<file path="src/sv/tptf_pkg.sv">
// Shared types and constants for the task phase table scheduler.
// Used by the scheduler top level, the ready queue and the testbench; depends on nothing else.
`timescale 1ns / 1ps
`default_nettype none

package tptf_pkg;

	localparam int TASK_W  = 6;
	localparam int LANE_W  = 8;
	localparam int TAG_W   = 16;
	localparam int CNT_W   = 32;

	typedef enum logic [2:0] {
		REQ_INIT           = 3'd0,
		REQ_BEGIN_SUSPEND  = 3'd1,
		REQ_READY          = 3'd2,
		REQ_COMMIT_SUSPEND = 3'd3,
		REQ_CANCEL_SUSPEND = 3'd4,
		REQ_COMPLETE       = 3'd5,
		REQ_POP_RUN        = 3'd6,
		REQ_QUERY_DONE     = 3'd7
	} req_t;

	typedef enum logic [2:0] {
		PH_NONE       = 3'd0,
		PH_RUNNING    = 3'd1,
		PH_SUSPENDING = 3'd2,
		PH_SUSPENDED  = 3'd3,
		PH_NOTIFIED   = 3'd4,
		PH_READY      = 3'd5,
		PH_DONE       = 3'd6
	} phase_t;

	typedef enum logic [1:0] {
		ST_OK   = 2'd0,
		ST_ERR  = 2'd1,
		ST_IDLE = 2'd2
	} status_t;

	typedef enum logic [1:0] {
		FSM_CLEAR,
		FSM_IDLE,
		FSM_EXEC,
		FSM_HELP
	} fsm_t;

	typedef struct packed {
		logic [2:0]        req_type;
		logic [TASK_W-1:0] task_id;
		logic [LANE_W-1:0] lane_id;
		logic [TAG_W-1:0]  resume_tag;
	} in_item_t;

	typedef struct packed {
		logic [1:0]        status;
		logic [TASK_W-1:0] run_task;
		logic [TAG_W-1:0]  run_resume_tag;
		logic              task_done;
		logic              wake_pulse;
		logic              notify_pulse;
		logic [CNT_W-1:0]  migration_total;
		logic [CNT_W-1:0]  resume_total;
	} out_item_t;

	// One task slot as held in the table memory.
	typedef struct packed {
		phase_t            phase;
		logic [TAG_W-1:0]  tag;
		logic [LANE_W-1:0] origin;
	} entry_t;

	typedef struct packed {
		logic              rd;
		logic              push;
		logic              pop;
		logic [TASK_W-1:0] push_data;
	} fifo_ctl_t;

	typedef struct packed {
		logic              empty;
		logic              full;
		logic [TASK_W-1:0] rd_data;
	} fifo_sts_t;

endpackage

`default_nettype wire

</file>
<file path="src/sv/task_phase_table_with_ready_fifo_unit.sv">
// Top level of the task scheduler: slot table memory, request sequencer,
// counters and result register. Depends on tptf_pkg, tptf_ram, tptf_fifo.
//
//  channel | valid     | stall     | payload
//  request | req_valid | req_stall | req_data (in_item_t)
//  result  | rsp_valid | rsp_stall | rsp_data (out_item_t)
//
// A request first reads its slot from the table memory, then decides and writes
// back. A pop-and-run request with a non-empty queue takes a further step,
// as the popped task's slot is read only once the queue head is known.
// After reset a clearing pass writes every slot, with no request taken.
// A new request is taken while an earlier result waits; the final step of a request
// waits for the result register to be free.
`timescale 1ns / 1ps
`default_nettype none

module task_phase_table_with_ready_fifo_unit #(
	parameter int QUEUE_DEPTH = 64,
	parameter int TASK_SLOTS  = 64
) (
	input  wire logic                  clk,
	input  wire logic                  arst_n,
	input  wire logic                  req_valid,
	output      logic                  req_stall,
	input  wire tptf_pkg::in_item_t    req_data,
	output      logic                  rsp_valid,
	input  wire logic                  rsp_stall,
	output      tptf_pkg::out_item_t   rsp_data
);

	import tptf_pkg::*;

	localparam int SLOT_W = $clog2(TASK_SLOTS);
	localparam int CMP_W = ((SLOT_W > TASK_W) ? SLOT_W : TASK_W) + 1;
	localparam logic [CMP_W-1:0] SLOTS_L = CMP_W'(TASK_SLOTS);
	localparam logic [SLOT_W-1:0] SLOT_LAST = SLOT_W'(TASK_SLOTS - 1);
	localparam int ENTRY_W = $bits(entry_t);

	fsm_t              state_q, state_d;
	logic [SLOT_W-1:0] clr_idx_q;
	in_item_t          req_q;
	out_item_t         rsp_q, rsp_d;
	logic              rsp_valid_q;
	logic              rsp_load;
	logic [CNT_W-1:0]  mig_q, mig_d;
	logic [CNT_W-1:0]  res_q, res_d;

	logic               tbl_we, tbl_re;
	logic [SLOT_W-1:0]  tbl_waddr, tbl_raddr;
	entry_t             tbl_wdata;
	logic [ENTRY_W-1:0] tbl_rdata;
	entry_t             ent;

	fifo_ctl_t fifo_ctl;
	fifo_sts_t fifo_sts;

	logic    out_free;
	logic    slot_ok;
	logic    pop_ok;
	logic    upd;
	logic    enq;
	req_t    rq;
	entry_t  wr_ent;

	tptf_ram #(
		.DEPTH (TASK_SLOTS),
		.WIDTH (ENTRY_W)
	) u_table (
		.clk   (clk),
		.we    (tbl_we),
		.waddr (tbl_waddr),
		.wdata (tbl_wdata),
		.re    (tbl_re),
		.raddr (tbl_raddr),
		.rdata (tbl_rdata)
	);

	tptf_fifo #(
		.QUEUE_DEPTH (QUEUE_DEPTH)
	) u_fifo (
		.clk    (clk),
		.arst_n (arst_n),
		.ctl    (fifo_ctl),
		.sts    (fifo_sts)
	);

	assign ent      = entry_t'(tbl_rdata);
	assign out_free = !rsp_valid_q || !rsp_stall;
	assign rq       = req_t'(req_q.req_type);
	assign slot_ok  = (CMP_W'(req_q.task_id) < SLOTS_L);
	assign pop_ok   = (CMP_W'(fifo_sts.rd_data) < SLOTS_L) && (ent.phase == PH_READY);

	always_comb begin
		state_d  = state_q;
		tbl_re   = 1'b0;
		tbl_raddr = SLOT_W'(req_data.task_id);
		tbl_we   = 1'b0;
		tbl_waddr = SLOT_W'(req_q.task_id);
		tbl_wdata = '0;
		fifo_ctl = '0;
		fifo_ctl.push_data = req_q.task_id;
		rsp_load = 1'b0;
		mig_d    = mig_q;
		res_d    = res_q;
		upd      = 1'b0;
		enq      = 1'b0;
		wr_ent   = ent;
		rsp_d    = '0;
		rsp_d.status = ST_OK;
		rsp_d.migration_total = mig_q;
		rsp_d.resume_total    = res_q;

		unique case (state_q)
			FSM_CLEAR: begin
				tbl_we    = 1'b1;
				tbl_waddr = clr_idx_q;
				if (clr_idx_q == SLOT_LAST) begin
					state_d = FSM_IDLE;
				end
			end
			FSM_IDLE: begin
				if (req_valid) begin
					tbl_re      = 1'b1;
					fifo_ctl.rd = 1'b1;
					state_d     = FSM_EXEC;
				end
			end
			FSM_EXEC: begin
				if (rq != REQ_POP_RUN && !slot_ok) begin
					rsp_d.status = ST_ERR;
				end else begin
					unique case (rq)
						REQ_INIT: begin
							upd = 1'b1;
							wr_ent.phase  = PH_RUNNING;
							wr_ent.tag    = '0;
							wr_ent.origin = req_q.lane_id;
						end
						REQ_BEGIN_SUSPEND: begin
							if (req_q.resume_tag == '0 || ent.phase != PH_RUNNING) begin
								rsp_d.status = ST_ERR;
							end else begin
								upd = 1'b1;
								wr_ent.phase = PH_SUSPENDING;
								wr_ent.tag   = req_q.resume_tag;
							end
						end
						REQ_READY: begin
							priority if (ent.phase == PH_SUSPENDING) begin
								upd = 1'b1;
								wr_ent.phase = PH_NOTIFIED;
							end else if (ent.phase == PH_SUSPENDED) begin
								enq = 1'b1;
							end else begin
								rsp_d.status = ST_ERR;
							end
						end
						REQ_COMMIT_SUSPEND: begin
							priority if (ent.phase == PH_SUSPENDING) begin
								upd = 1'b1;
								wr_ent.phase = PH_SUSPENDED;
							end else if (ent.phase == PH_NOTIFIED) begin
								enq = 1'b1;
							end else begin
								rsp_d.status = ST_ERR;
							end
						end
						REQ_CANCEL_SUSPEND: begin
							if (ent.phase == PH_SUSPENDING) begin
								upd = 1'b1;
								wr_ent.phase = PH_RUNNING;
							end else begin
								rsp_d.status = ST_ERR;
							end
						end
						REQ_COMPLETE: begin
							if (ent.phase == PH_RUNNING) begin
								upd = 1'b1;
								wr_ent.phase = PH_DONE;
								rsp_d.notify_pulse = 1'b1;
							end else begin
								rsp_d.status = ST_ERR;
							end
						end
						REQ_POP_RUN: begin
							if (fifo_sts.empty) begin
								rsp_d.status = ST_IDLE;
							end
						end
						REQ_QUERY_DONE: begin
							rsp_d.task_done = (ent.phase == PH_DONE);
						end
					endcase
				end

				// A task becoming ready goes into the queue unless it is full.
				if (enq) begin
					if (fifo_sts.full) begin
						rsp_d.status = ST_ERR;
					end else begin
						upd = 1'b1;
						wr_ent.phase = PH_READY;
						rsp_d.wake_pulse   = 1'b1;
						rsp_d.notify_pulse = 1'b1;
					end
				end

				if (rq == REQ_POP_RUN && !fifo_sts.empty) begin
					// The queue head is now known: fetch that task's slot.
					tbl_re    = 1'b1;
					tbl_raddr = SLOT_W'(fifo_sts.rd_data);
					state_d   = FSM_HELP;
				end else if (out_free) begin
					rsp_load      = 1'b1;
					tbl_we        = upd;
					tbl_wdata     = wr_ent;
					fifo_ctl.push = enq && upd;
					state_d       = FSM_IDLE;
				end
			end
			FSM_HELP: begin
				tbl_waddr = SLOT_W'(fifo_sts.rd_data);
				if (pop_ok) begin
					wr_ent.phase = PH_RUNNING;
					res_d = (res_q == '1) ? res_q : res_q + CNT_W'(1);
					if (ent.origin != req_q.lane_id) begin
						mig_d = (mig_q == '1) ? mig_q : mig_q + CNT_W'(1);
					end
					rsp_d.run_task       = fifo_sts.rd_data;
					rsp_d.run_resume_tag = ent.tag;
				end else begin
					rsp_d.status = ST_IDLE;
				end
				rsp_d.migration_total = mig_d;
				rsp_d.resume_total    = res_d;
				if (out_free) begin
					rsp_load     = 1'b1;
					tbl_we       = pop_ok;
					tbl_wdata    = wr_ent;
					fifo_ctl.pop = 1'b1;
					state_d      = FSM_IDLE;
				end
			end
		endcase
	end

	always_ff @(posedge clk or negedge arst_n) begin
		if (!arst_n) begin
			state_q     <= FSM_CLEAR;
			clr_idx_q   <= '0;
			rsp_valid_q <= 1'b0;
			mig_q       <= '0;
			res_q       <= '0;
		end else begin
			state_q <= state_d;
			if (state_q == FSM_CLEAR) begin
				clr_idx_q <= clr_idx_q + SLOT_W'(1);
			end
			if (rsp_load) begin
				rsp_valid_q <= 1'b1;
				mig_q       <= mig_d;
				res_q       <= res_d;
			end else if (!rsp_stall) begin
				rsp_valid_q <= 1'b0;
			end
		end
	end

	always_ff @(posedge clk) begin
		if (state_q == FSM_IDLE && req_valid) begin
			req_q <= req_data;
		end
		if (rsp_load) begin
			rsp_q <= rsp_d;
		end
	end

	assign req_stall = (state_q != FSM_IDLE);
	assign rsp_valid = rsp_valid_q;
	assign rsp_data  = rsp_q;

	a_accept_leads_exec: assert property (@(posedge clk) disable iff (!arst_n)
		req_valid && !req_stall |=> state_q == FSM_EXEC)
		else $error("accepted item did not move to the execute step");

	a_mig_le_res: assert property (@(posedge clk) disable iff (!arst_n)
		mig_q <= res_q)
		else $error("migration count exceeds resume count");

	a_load_when_free: assert property (@(posedge clk) disable iff (!arst_n)
		rsp_load |-> out_free)
		else $error("result register overwritten while held");

	a_help_pops: assert property (@(posedge clk) disable iff (!arst_n)
		state_q == FSM_HELP && out_free |-> fifo_ctl.pop && !fifo_ctl.push)
		else $error("help step finished without popping the queue");

endmodule

`default_nettype wire

</file>
<file path="src/sv/tptf_ram.sv">
// Simple dual-port synchronous RAM: one write port, one read port with
// registered read data. Stands alone, no package needed.
`timescale 1ns / 1ps
`default_nettype none

module tptf_ram #(
	parameter int DEPTH = 64,
	parameter int WIDTH = 8
) (
	input  wire logic                     clk,
	input  wire logic                     we,
	input  wire logic [$clog2(DEPTH)-1:0] waddr,
	input  wire logic [WIDTH-1:0]         wdata,
	input  wire logic                     re,
	input  wire logic [$clog2(DEPTH)-1:0] raddr,
	output      logic [WIDTH-1:0]         rdata
);

	logic [WIDTH-1:0] mem [DEPTH];

	always_ff @(posedge clk) begin
		if (we) begin
			mem[waddr] <= wdata;
		end
	end

	// Read data holds until the next read, so a stalled consumer keeps it.
	always_ff @(posedge clk) begin
		if (re) begin
			rdata <= mem[raddr];
		end
	end

endmodule

`default_nettype wire

</file>
<file path="src/sv/tptf_fifo.sv">
// Ready queue of task numbers: storage in tptf_ram, head, tail and fill here.
// Depends on tptf_pkg and tptf_ram.
`timescale 1ns / 1ps
`default_nettype none

module tptf_fifo #(
	parameter int QUEUE_DEPTH = 64
) (
	input  wire logic                 clk,
	input  wire logic                 arst_n,
	input  wire tptf_pkg::fifo_ctl_t  ctl,
	output      tptf_pkg::fifo_sts_t  sts
);

	import tptf_pkg::*;

	localparam int PTR_W = $clog2(QUEUE_DEPTH);
	localparam int FILL_W = $clog2(QUEUE_DEPTH + 1);
	localparam logic [PTR_W-1:0] PTR_LAST = PTR_W'(QUEUE_DEPTH - 1);
	localparam logic [FILL_W-1:0] FILL_MAX = FILL_W'(QUEUE_DEPTH);

	logic [PTR_W-1:0]  head_q;
	logic [PTR_W-1:0]  tail_q;
	logic [FILL_W-1:0] fill_q;
	logic [TASK_W-1:0] rd_data;

	tptf_ram #(
		.DEPTH (QUEUE_DEPTH),
		.WIDTH (TASK_W)
	) u_mem (
		.clk   (clk),
		.we    (ctl.push),
		.waddr (tail_q),
		.wdata (ctl.push_data),
		.re    (ctl.rd),
		.raddr (head_q),
		.rdata (rd_data)
	);

	always_ff @(posedge clk or negedge arst_n) begin
		if (!arst_n) begin
			head_q <= '0;
			tail_q <= '0;
			fill_q <= '0;
		end else begin
			if (ctl.push) begin
				tail_q <= (tail_q == PTR_LAST) ? '0 : tail_q + PTR_W'(1);
				fill_q <= fill_q + FILL_W'(1);
			end else if (ctl.pop) begin
				head_q <= (head_q == PTR_LAST) ? '0 : head_q + PTR_W'(1);
				fill_q <= fill_q - FILL_W'(1);
			end
		end
	end

	assign sts.empty   = (fill_q == '0);
	assign sts.full    = (fill_q == FILL_MAX);
	assign sts.rd_data = rd_data;

	a_fill_bound: assert property (@(posedge clk) disable iff (!arst_n)
		fill_q <= FILL_MAX)
		else $error("ready queue fill beyond depth");

	a_push_not_full: assert property (@(posedge clk) disable iff (!arst_n)
		ctl.push |-> !sts.full)
		else $error("push into a full ready queue");

	a_pop_not_empty: assert property (@(posedge clk) disable iff (!arst_n)
		ctl.pop |-> !sts.empty)
		else $error("pop from an empty ready queue");

	a_no_push_pop: assert property (@(posedge clk) disable iff (!arst_n)
		!(ctl.push && ctl.pop))
		else $error("push and pop in the same cycle");

endmodule

`default_nettype wire

</file>
<file path="config.mk">
export PLATFORM = sky130hd
export DESIGN_NAME = task_phase_table_with_ready_fifo_unit
export DESIGN_NICKNAME = d
export VERILOG_FILES = /design/src/sv/tptf_pkg.sv /design/src/sv/task_phase_table_with_ready_fifo_unit.sv /design/src/sv/tptf_ram.sv /design/src/sv/tptf_fifo.sv
export SDC_FILE = /design/constraint.sdc
export NUM_CORES = 2
export LEC_CHECK = 0
export BUFFER_PORTS_ARGS = -buffer_cell sky130_fd_sc_hd__buf_2
export CAP_MARGIN = 20
export CORE_MARGIN = 4
export CORE_UTILIZATION = 45
export DETAILED_ROUTE_END_ITERATION = 10
export GPL_ROUTABILITY_DRIVEN = 0
export PLACE_DENSITY = 0.58
export RECOVER_POWER = 25
export SLEW_MARGIN = 20
export SYNTH_ARGS = -nofsm -noshare
export SYNTH_HDL_FRONTEND = slang
export SYNTH_SLANG_ARGS = --single-unit
export TNS_END_PERCENT = 20
</file>
<file path="constraint.sdc">
create_clock -name clk -period 5 [get_ports clk]
set_input_delay 0.25 -clock clk [delete_from_list [all_inputs] [get_ports clk]]
set_output_delay 0.25 -clock clk [all_outputs]
set_load 0.02 [all_outputs]
</file>
==> summary.md <==
| Metric | Value |
|---|---|
| Run status | `finished, violations left` |
| Failing checks | `max-capacitance violations, max-slew violations` |
| YS warnings | `0` |
| Crit-path cells | `inv_1 > ha_1 > nand4b_4 > a21oi_4 > mux2i_2 > or2_4 > buf_12 > buf_4 > o22ai_1 > nor4_2 > buf_4 > o2111ai_1` |
| Worst EP arrival | `5.33 ns` |
| Fillers | `16,400` |
| Die ar. | `213,000 um^2` |
| Peak supply drop | `0.342 mV` |
| Worst Clk Skew | `slightly above 0.04 ns` |
| Clk buf depth | `3` |
| Synth Flop Type | `edfxtp_1` |
| Register area share after synthesis | `0.762` |
| FF/Latch Area | `70,400 um^2` |
| RSZ-0062 raised after global routing | `no` |
| CTS clk-pin slew, worst paths | `0.06 ns` |
| Hold Fails Final Rpt | `0` |
| Worst path bufs/invs | `4` |
| Vias in the first global route | `49,200` |
| Main combinational cell family by area after synthesis | `multiplexers` |
| Drt drc | `0` |
| Fin worst setup slack | `0.260 ns` |
| Adder-Cell Fraction of Synth Area | `0.00225` |
| Period minus WS final | `4.74 ns` |
| Worst Setup End Kind | `flop` |
| Syn-to-layout area delta | `15.9%` |
| Post-synth EDFFs | `2,269` |
| XOR/XNOR share of the synthesized area | `0.0140` |
| Vias per Instance | `5.89` |
| Footprint of the multi-input gates | `21,300 um^2` |
| Die Wd | `approximately 460 um` |
| Per-cell routed wire length | `approximately 30 um` |
| Mux contribution to synthesized area | `0.126` |
| Max transition margin | `-0.948` |
| Final hold slack | `0.0938 ns` |
| Initial DRT Pass Iterations | `6` |
| Total grt overflow | `0` |
| Crit Path Class | `reg2reg` |
| Pwr/cell area | `371 nW/um^2` |
| Starting Density | `0.452` |
| Setup crit start kind | `flop` |
| Setup_tns | `0 ns` |
| Most frequent cells in the layout | `2,269 x edfxtp_1, 868 x mux2i_1, 434 x o22ai_1` |
| Final Slew Violations | `612` |
| Static leakage | `roughly 34 nW` |
| TritonCTS clock tree | `done` |
| Post-Syn Instances | `approximately 5,000` |
| Total CTS buffers | `~230` |
| Crit Path Max Fanout | `26` |
| DP Worst Slack | `-0.199 ns` |
| Core area | `a little over 200,000 um^2` |
| Post-Syn Nets | `roughly 5,100` |
| Synth top area cells | `edfxtp_1 74%, mux2i_1 9.4%, mux4_2 3.1%` |
| H-tree level count | `4` |
| DRT iter0 DRCs | `5,462` |
| Maxcap violations | `13` |
| Initial antenna violation count | `11` |
| Layout Cells excl Fill | `8,444` |
| Worst-margin pin slew | `2.92 ns` |
| Synth Area in Compound Gates | `0.0502` |
| Synth async-reset ratio | `0.0390` |
| Synth Cell Area | `92,400 um^2` |
| ANT nets after route | `0` |
| Commonest non-fill, non-tap cell in the layout | `edfxtp_1` |
| Largest net degree at the start of global routing | `69` |
| HP Class | `in2reg` |
| Root Buffer | `clkbuf_16` |
| # port buffers | `129` |
| Fraction of layout cells with a size suffix above 1 | `0.174` |
| Dpl cells | `7,954` |
| Layout net count | `5,595` |
| Die Y | `approximately 460 um` |
| IO Pins | `130` |
| Vias | `49,800` |
| All-Layer GR Usage | `0.239` |
| Final period util | `0.948` |
| Routed WL | `around 260 mm` |
| Crit-path max cell delay | `0.79 ns` |
| Num Clock Sinks | `2,361` |
| Max frequency | `211 MHz` |
| Post-synth top area share | `0.737` |
| Data required time of the worst path | `about 5.6 ns` |
| Family with the most delay on the worst path | `simple AND/OR/NAND/NOR gates` |
| Clk_lat worst skew | `around 0.9 ns` |
| Distinct cell type count after synthesis | `75` |
| Synth Area in Simple Gates | `0.0296` |
| Cell taking the most area after synthesis | `edfxtp_1` |
| CP most frequent cell | `buf_4` |
| Crit path max-delay cell type | `nor4_2` |
| First-pass GRT wire length | `363 mm` |
| Final number of setup-violating endpoints | `0` |
| Yosys reg bits | `2,361` |
| Syn Area/Cell | `18.4 um^2` |
| Detail Placement HPWL | `around 160 mm` |
| Final Util | `0.524` |
| Num rows | `166` |
power by group:
part	leakage (nW)	internal [mW]	switching, mW
Combinational	11.6	0.478	0.754
Sequential	18.4	21.4	0.0000000000000000251
Clock	3.65	9.64	7.50
what timing repair did:
action | CTS | global route
endpoints found under the hold margin | 87 | 0
setup buffers | 0 | 4
pin swaps | 0 | 0
resized for setup | 7 | 1
hold buffers | 38 | 0
endpoints found under the setup margin | 7 | 8
layer usage:
layer	vias up	share of wire	global-route usage
met1	26000	0.41	0.325
met5	-	0.000086	0
met4	4	0.041	0.0939
li1	21400	-	-
met3	421	0.073	0.0430
met2	1948	0.48	0.386
Yosys cell counts, drive strengths merged, types with 3 or more instances:
master,number
and3,35
and2,13
a31oi,3
a21o,4
a22o,24
a21oi,22
mux2i,870
nand3b,7
clkbuf,96
nand4,29
a22oi,6
nor2,201
and4,6
mux2,8
inv,13
o41ai,83
nor4,40
ha,15
buf,183
xnor2,104
xor2,44
o2111ai,27
or3b,5
nand2b,11
mux4,126
or2,8
nand3,39
nand2,121
o22ai,434
dfrtp,92
o21ai,28
edfxtp,2269
nor2b,15
nor3,10
nand4b,3
o31ai,8
sequential cells by signal, summed over array words and instances, names as in the netlist, 7 cells and up:
signal / cells
res_q: 32
u_fifo.u_mem.mem: 384
mig_q: 32
u_table.rdata: 27
req_q: 24
u_table.mem: 1728
u_fifo.fill_q: 7
rsp_data: 91
kinds of logic (layout without fill, tap and decap cells):
family | Yosys count | count (layout)
and+or+nand+nor | 553 | 553
other | 0 | 8
adders and majority gates | 16 | 16
muxes | 1004 | 1004
AOI/OAI and AO/OA | 657 | 657
DFF | 2361 | 2361
xor gates and xnor gates | 148 | 148
buffers and inverters | 293 | 1009
final timing paths:
check	startpoint	end	slack [ns]	cells past startpoint
setup reg to reg	state_q[0]	u_table.rdata[9]	0.26	12
hold / removal	req_data[23]	req_q[23]	0.09	2
setup / recovery	state_q[0]	u_table.rdata[9]	0.26	12
min in group asynchronous	arst_n	res_q[18]	1.62	4
hold reg to reg	mig_q[27]	mig_q[27]	0.51	1
max in group asynchronous	arst_n	u_fifo.head_q[0]	1.24	4
through the flow:
stage / total power [mW] / instance area, um^2
global placement: 22.9 / 99300
CTS: 40.0 / 107000
floorplan: 22.4 / 92400
detailed placement: 23.0 / 99500
finish: 39.7 / 107000
global route: 40.9 / 107000
layout make-up:
type,count,area share
tap,2688,0.0314
sequential,2361,0.658
inverter,14,0.000491
antenna,8,0.000187
timing repair buffer,555,0.0412
multi-input combinational,2378,0.199
clock inverter,151,0.0135
clock buffer,289,0.0565
Power figures use the tool's default switching activity.
